File: src/design/nads_pkg.sv
`timescale 1ns / 1ps
// Shared constants, codes and types for the nesting-aware delimiter splitter.
// Used by every module of the design; depends on nothing.
package nads_pkg;

  localparam int STACK_DEPTH = 32;
  localparam int OFFSET_BITS = 16;

  localparam int LEVEL_W   = $clog2(STACK_DEPTH + 1);
  localparam int OFS_EXT_W = (OFFSET_BITS > 16) ? OFFSET_BITS : 16;
  localparam int LVL_EXT_W = (LEVEL_W > 6) ? LEVEL_W : 6;

  localparam logic [7:0] DELIM_RESET = 8'd59;

  localparam logic [7:0] CH_LPAREN   = 8'h28;
  localparam logic [7:0] CH_RPAREN   = 8'h29;
  localparam logic [7:0] CH_LBRACE   = 8'h7B;
  localparam logic [7:0] CH_RBRACE   = 8'h7D;
  localparam logic [7:0] CH_LBRACKET = 8'h5B;
  localparam logic [7:0] CH_RBRACKET = 8'h5D;
  localparam logic [7:0] CH_QUOTE    = 8'h22;
  localparam logic [7:0] CH_BSLASH   = 8'h5C;

  localparam logic [1:0] CL_PAREN   = 2'd0;
  localparam logic [1:0] CL_BRACE   = 2'd1;
  localparam logic [1:0] CL_BRACKET = 2'd2;
  localparam logic [1:0] CL_QUOTE   = 2'd3;

  typedef struct packed {
    logic       push;
    logic       pop;
    logic [1:0] code;
  } stack_op_t;

  typedef struct packed {
    logic        split;
    logic [15:0] offset;
    logic [5:0]  depth;
    logic        unclosed_error;
    logic        tail_present;
    logic        overflow;
  } result_t;

endpackage

File: src/design/nads_cell.sv
`timescale 1ns / 1ps
// One entry of the closer stack: holds a closer code and shifts it toward
// or away from the top together with its neighbors. Depends on nads_pkg.
module nads_cell (
  input  logic                clk,
  input  nads_pkg::stack_op_t op,
  input  logic [1:0]          from_upper,
  input  logic [1:0]          from_lower,
  output logic [1:0]          value
);

  logic [1:0] value_r;
  logic [1:0] value_nxt;

  always_comb begin
    value_nxt = value_r;
    if (op.push) begin
      value_nxt = from_upper;
    end else if (op.pop) begin
      value_nxt = from_lower;
    end
  end

  always_ff @(posedge clk) begin
    value_r <= value_nxt;
  end

  assign value = value_r;

endmodule

File: src/design/nads_stack.sv
`timescale 1ns / 1ps
// Closer stack built as a row of shifting cells; cell zero is the top.
// Depends on nads_pkg and nads_cell.
module nads_stack (
  input  logic                clk,
  input  nads_pkg::stack_op_t op,
  output logic [1:0]          top
);

  logic [1:0] cell_q [nads_pkg::STACK_DEPTH];

  for (genvar i = 0; i < nads_pkg::STACK_DEPTH; i++) begin : g_cell
    logic [1:0] upper;
    logic [1:0] lower;
    if (i == 0) begin : g_first
      assign upper = op.code;
    end else begin : g_mid
      assign upper = cell_q[i-1];
    end
    if (i == nads_pkg::STACK_DEPTH - 1) begin : g_last
      assign lower = nads_pkg::CL_PAREN;
    end else begin : g_inner
      assign lower = cell_q[i+1];
    end
    nads_cell u_cell (
      .clk        (clk),
      .op         (op),
      .from_upper (upper),
      .from_lower (lower),
      .value      (cell_q[i])
    );
  end

  assign top = cell_q[0];

endmodule

File: src/design/nesting_aware_delimiter_splitter_top.sv
`timescale 1ns / 1ps
// Top level of the nesting-aware delimiter splitter: character decode, level
// and offset counters, and the output skid buffer. Depends on nads_pkg, nads_stack.
// Results are registered in the output or skid register. Throughput: one
// character per cycle while the skid register is empty, set by the stack shift.
// A two-entry output buffer keeps input flowing for one stalled result.
// Reset (synchronous, active low) clears counters, flags and buffers and sets
// the delimiter to ';'; stack cells are not reset. No clearing pass is needed.
module nesting_aware_delimiter_splitter_top (
  input  logic        clk,
  input  logic        rst_n,
  input  logic        in_valid,
  output logic        in_ready,
  input  logic [7:0]  in_ch,
  input  logic        in_last,
  output logic        out_valid,
  input  logic        out_ready,
  output logic        out_split,
  output logic [15:0] out_offset,
  output logic [5:0]  out_depth,
  output logic        out_unclosed_error,
  output logic        out_tail_present,
  output logic        out_overflow,
  input  logic        cfg_valid,
  output logic        cfg_ready,
  input  logic [7:0]  cfg_delimiter
);

  localparam int LW = nads_pkg::LEVEL_W;
  localparam int OW = nads_pkg::OFFSET_BITS;

  logic [7:0]    delim_r;
  logic [LW-1:0] level_r, level_nxt;
  logic          esc_r, esc_nxt;
  logic          ovf_r, ovf_nxt;
  logic [OW-1:0] offset_r, offset_nxt;

  logic                 out_valid_r, skid_valid_r;
  nads_pkg::result_t    out_r, skid_r, res;
  nads_pkg::stack_op_t  op;

  logic       in_acc;
  logic [1:0] top;
  logic       top_valid, in_str, split, want_push, do_push, do_pop;
  logic [1:0] push_code;
  logic [nads_pkg::OFS_EXT_W-1:0] pos_ext;
  logic [nads_pkg::LVL_EXT_W-1:0] lvl_ext;

  assign in_ready  = !skid_valid_r;
  assign in_acc    = in_valid && in_ready;
  assign cfg_ready = 1'b1;

  nads_stack u_stack (
    .clk (clk),
    .op  (op),
    .top (top)
  );

  assign top_valid = (level_r != '0);
  assign in_str    = top_valid && (top == nads_pkg::CL_QUOTE);

  always_comb begin
    split     = 1'b0;
    want_push = 1'b0;
    push_code = nads_pkg::CL_PAREN;
    do_pop    = 1'b0;
    esc_nxt   = esc_r;
    if (in_str) begin
      if (esc_r) begin
        esc_nxt = 1'b0;
      end else if (in_ch == nads_pkg::CH_QUOTE) begin
        do_pop = 1'b1;
      end else if (in_ch == nads_pkg::CH_BSLASH) begin
        esc_nxt = 1'b1;
      end
    end else if (!top_valid && delim_r != 8'd0 && in_ch == delim_r) begin
      split = 1'b1;
    end else begin
      case (in_ch)
        nads_pkg::CH_RPAREN:   do_pop = top_valid && (top == nads_pkg::CL_PAREN);
        nads_pkg::CH_RBRACE:   do_pop = top_valid && (top == nads_pkg::CL_BRACE);
        nads_pkg::CH_RBRACKET: do_pop = top_valid && (top == nads_pkg::CL_BRACKET);
        nads_pkg::CH_LPAREN: begin
          want_push = 1'b1;
          push_code = nads_pkg::CL_PAREN;
        end
        nads_pkg::CH_LBRACE: begin
          want_push = 1'b1;
          push_code = nads_pkg::CL_BRACE;
        end
        nads_pkg::CH_LBRACKET: begin
          want_push = 1'b1;
          push_code = nads_pkg::CL_BRACKET;
        end
        nads_pkg::CH_QUOTE: begin
          want_push = 1'b1;
          push_code = nads_pkg::CL_QUOTE;
        end
        default: ;
      endcase
    end
    do_push = want_push && (level_r < LW'(nads_pkg::STACK_DEPTH));
    ovf_nxt = ovf_r || (want_push && !do_push);
    if (do_push) begin
      level_nxt = level_r + LW'(1);
    end else if (do_pop) begin
      level_nxt = level_r - LW'(1);
    end else begin
      level_nxt = level_r;
    end
    if (split) begin
      offset_nxt = '0;
    end else if (offset_r != {OW{1'b1}}) begin
      offset_nxt = offset_r + OW'(1);
    end else begin
      offset_nxt = offset_r;
    end
  end

  assign op.push = in_acc && do_push;
  assign op.pop  = in_acc && do_pop;
  assign op.code = push_code;

  always_comb begin
    pos_ext            = nads_pkg::OFS_EXT_W'(offset_r);
    lvl_ext            = nads_pkg::LVL_EXT_W'(level_nxt);
    res.split          = split;
    res.offset         = (pos_ext > nads_pkg::OFS_EXT_W'(16'hFFFF)) ? 16'hFFFF : pos_ext[15:0];
    res.depth          = (lvl_ext > nads_pkg::LVL_EXT_W'(63)) ? 6'd63 : lvl_ext[5:0];
    res.unclosed_error = in_last && (level_nxt != '0);
    res.tail_present   = in_last && !split;
    res.overflow       = ovf_nxt;
  end

  always_ff @(posedge clk) begin
    if (!rst_n) begin
      delim_r  <= nads_pkg::DELIM_RESET;
      level_r  <= '0;
      esc_r    <= 1'b0;
      ovf_r    <= 1'b0;
      offset_r <= '0;
    end else begin
      if (cfg_valid && cfg_ready) begin
        delim_r <= cfg_delimiter;
      end
      if (in_acc) begin
        if (in_last) begin
          level_r  <= '0;
          esc_r    <= 1'b0;
          ovf_r    <= 1'b0;
          offset_r <= '0;
        end else begin
          level_r  <= level_nxt;
          esc_r    <= esc_nxt;
          ovf_r    <= ovf_nxt;
          offset_r <= offset_nxt;
        end
      end
    end
  end

  always_ff @(posedge clk) begin
    if (!rst_n) begin
      out_valid_r  <= 1'b0;
      skid_valid_r <= 1'b0;
    end else if (!out_valid_r || out_ready) begin
      if (skid_valid_r) begin
        out_valid_r  <= 1'b1;
        skid_valid_r <= 1'b0;
      end else begin
        out_valid_r <= in_acc;
      end
    end else if (in_acc) begin
      skid_valid_r <= 1'b1;
    end
  end

  always_ff @(posedge clk) begin
    if (!out_valid_r || out_ready) begin
      out_r <= skid_valid_r ? skid_r : res;
    end else if (in_acc) begin
      skid_r <= res;
    end
  end

  assign out_valid          = out_valid_r;
  assign out_split          = out_r.split;
  assign out_offset         = out_r.offset;
  assign out_depth          = out_r.depth;
  assign out_unclosed_error = out_r.unclosed_error;
  assign out_tail_present   = out_r.tail_present;
  assign out_overflow       = out_r.overflow;

  a_skid_behind_out: assert property (@(posedge clk) disable iff (!rst_n)
    skid_valid_r |-> out_valid_r)
    else $error("skid entry held without a pending output");

  a_level_bound: assert property (@(posedge clk) disable iff (!rst_n)
    level_r <= LW'(nads_pkg::STACK_DEPTH))
    else $error("stack level beyond stack depth");

  a_last_clears: assert property (@(posedge clk) disable iff (!rst_n)
    (in_acc && in_last) |=> (level_r == '0 && !ovf_r && !esc_r && offset_r == '0))
    else $error("state not cleared after last character");

  a_split_depth: assert property (@(posedge clk) disable iff (!rst_n)
    (out_valid_r && out_r.split) |-> (out_r.depth == 6'd0))
    else $error("split reported at nonzero depth");

endmodule
File: config.mk
export PLATFORM = sky130hd
export DESIGN_NAME = nesting_aware_delimiter_splitter_top
export DESIGN_NICKNAME = d
export VERILOG_FILES = /design/src/design/nads_pkg.sv /design/src/design/nads_cell.sv /design/src/design/nads_stack.sv /design/src/design/nesting_aware_delimiter_splitter_top.sv
export SDC_FILE = /design/constraint.sdc
export NUM_CORES = 1
export LEC_CHECK = 0
export ABC_AREA = 1
export BUFFER_PORTS_ARGS = -buffer_cell sky130_fd_sc_hd__buf_2
export CAP_MARGIN = 15
export CELL_PAD_IN_SITES_DETAIL_PLACEMENT = 1
export CELL_PAD_IN_SITES_GLOBAL_PLACEMENT = 2
export CORE_MARGIN = 2
export CORE_UTILIZATION = 40
export DETAILED_ROUTE_END_ITERATION = 10
export PLACE_DENSITY = 0.81
export SYNTH_ARGS = -nofsm -noshare
export SYNTH_HDL_FRONTEND = slang
export SYNTH_HIERARCHICAL = 1
export SYNTH_SLANG_ARGS = --single-unit
File: constraint.sdc
create_clock -name clk -period 11.41 [get_ports clk]
set_input_delay 0.5705 -clock clk [delete_from_list [all_inputs] [get_ports clk]]
set_output_delay 0.5705 -clock clk [all_outputs]
set_load 0.02 [all_outputs]
==> results.yml <==
outcome:
  status: "finished, final reports clean"
cts:
  cts_setup_buffers: 0
  cts.sinks: 150
  htreeDepth: 4
  cts_buffers: 17
  cts.reportedPaths.clkPinSlew_ns: 0.06
  cts_tree: "done"
  clk_latency_ns: 0.42
  ctsHoldBuffers: 0
  root_buffer: "clkbuf_16"
  cts_buffer_depth: 2
  post_cts_resized: 0
power_and_ir_drop:
  powerDensity_nw_per_um2: 146.2
  leakagePower_nw: 3.433
  p_sw_uw: 268.0
  power_frac_seq: 0.498
  p_clk_frac: 0.454
  p_int_uw: 941.3
  peakVddDrop_mv: 0.1017
  p_comb_frac: 0.048
  switching_share: 0.2216
floorplanning:
  coreArea_um2: 17420
  die_h_um: 138.0
  die_width_um: 138.0
  row_count: 48
  die_area_um2: 19040
  io_pins: 51
  start_util: 0.4123
logic_synthesis:
  ys_seq_elements: 150
  async_reset_ff_frac: 0
  synth_area_um2: 7181
  avgSynthCellArea_um2: 8.865
  yosysTopAreaCell: "edfxtp_1"
  synth_top_area_frac: 0.4851
  synth_cell_types: 39
  ys_seq_area_frac: 0.5799
  ys_warn_count: 6
  ys.flop_type: "edfxtp_1"
  yosys-top-cells-area: "edfxtp_1 (49%), nand2_1 (17%), dfxtp_1 (9.5%)"
  synth_edf_count: 116
  syn_inst: 810
route:
  routed_wl_um: 16660
  vias: 5443
  antenna_left: 0
  wl_per_cell_um: 15.03
  dr.pass1.iters: 5
  vias_per_cell: 4.912
  drc_errors: 0
  drtIter0Drc: 178
sta:
  maxSlewViolCount: 0
  max_slew_margin: 0.2582
  hold_slack_ns: 0.3596
  setup_viol: 0
  post-route-min-period_ns: 3.056
  skew_ns: 0.01073
  fmax_mhz: 327.2
  setup_slack_ns: 8.354
  hold_viol_final: 0
  tns_ns: 0
  finalCritPeriodShare: 0.2678
  worst_slew_pin_slew_ns: 1.113
  rsz0062_at_grt: "false"
finish:
  area_growth_pct: 15.18
  diodes: 0
  nFillCells: 2090
  fin_nets: 895
  drive_gt1_frac: 0.1427
  fin_util: 0.4749
  layout_common_cells: "nand2_1 (320), edfxtp_1 (116), inv_1 (72)"
  final_common_cell: "nand2_1"
  fin_area_um2: 8270
flow_run:
  maxCapViolations: 0
setup_path:
  cp.arrival_ns: 3.22
  cp-end-kind: "register"
  cp_data_required_time_ns: 11.58
  r2r_cells: 8
  crit_type: "register to register"
  cp-start-kind: "register"
  crit_path_max_fanout: 128
global_route:
  grt_pass1_vias: 5730
  grt_max_degree: 129
  grt_pass1_wl_um: 27760
  overflow: 0
  antenna_found_initial: 0
  grt_use_total: 0.1884
placement:
  hpwl_um: 11620
  place_area_um2: 7692
  post-place-ws_ns: 8.233
  io_buffers: 49
  place.gp.congestion: 0.7582
worst_hold_path:
  holdPathStages: 3
  hp-class: "input pin to register"
cell type report:
cell class / count / area (um^2) / share of cell area
Inverter: 80 / 302.8 / 0.03661
Tap cell: 225 / 281.5 / 0.03404
Clock buffer: 20 / 446.7 / 0.05401
Sequential cell: 150 / 4164 / 0.5035
Clock inverter: 12 / 131.4 / 0.01589
Timing Repair Buffer: 54 / 282.8 / 0.03419
Multi-Input combinational cell: 567 / 2661 / 0.3218
flip-flops by register name (all words and copies together) (netlist names), 6 cells and up:
register,cells
out_offset,16
u_stack/g_cell.u_cell/value,64
skid_r,26
level_r,6
out_depth,6
delim_r,8
offset_r,16
metal layers:
metal  GRT usage  up-vias  part of all wire
li1            -     2756                 -
met1      0.2321     2604              0.46
met2      0.3350       69              0.51
met3     0.04130       14             0.029
met4     0.04762        0            0.0082
met5           0        -                 0
critical path: stages, from the launching register on:
cell,delay [ns]
dfxtp_1,0.30
buf_4,0.24
nor2_1,0.43
inv_1,0.39
nor2_4,0.18
buf_4,0.80
inv_1,0.18
nand2_1,0.13
nand2_1,0.06
synth_stat cells (3+ instances only):
library cell	instances
a21oi_1	25
a31oi_1	7
clkbuf_1	9
dfxtp_1	34
edfxtp_1	116
ha_1	3
inv_1	72
inv_2	7
nand2_1	320
nand2_2	9
nand3_1	31
nand4_1	9
nor2_1	51
nor2_2	8
nor2_4	4
nor3_1	7
nor4_1	3
o21ai_0	21
o21ai_1	8
or2_1	32
xnor2_1	7
xor2_1	4
worst paths after layout:
check | from | end | slack (ns)
hold / removal | cfg_delimiter[3] | delim_r[3] | 0.36
setup / recovery | skid_valid_r | u_stack/g_cell[27].u_cell/value[0] | 8.35
setup reg to reg | skid_valid_r | u_stack/g_cell[27].u_cell/value[0] | 8.35
hold reg to reg | offset_r[5] | skid_r[14] | 0.44
cell families after synthesis:
| family | count (synthesis) | share of synthesized area |
|---|---|---|
| other cells | 2 | 0.001046 |
| flops | 150 | 0.5799 |
| buf+inv | 94 | 0.05245 |
| compound gates | 65 | 0.04809 |
| xor+xnor | 11 | 0.01342 |
| simple gates | 485 | 0.2999 |
| fa+ha+maj | 3 | 0.005228 |
stage by stage:
| stage | std cells | total power, mW |
|---|---|---|
| after detailed placement | 1076 | 0.6729 |
| after floorplan | 811 | 0.6520 |
| final | 1108 | 1.209 |
| after global placement | 1076 | 0.6712 |
| after CTS | 1108 | 1.225 |
| after global routing | 1108 | 1.254 |
power groups by stage:
stage          sequential [mW]  combinational (mW)  clock (mW)
5_1_grt                  0.603              0.0654       0.585
3_3_place_gp             0.613              0.0577           0
6_report                 0.602              0.0583       0.549
2_1_floorplan            0.620              0.0317           0
3_5_place_dp             0.614              0.0590           0
4_1_cts                  0.602              0.0594       0.564
Power figures use the tool's default switching activity.
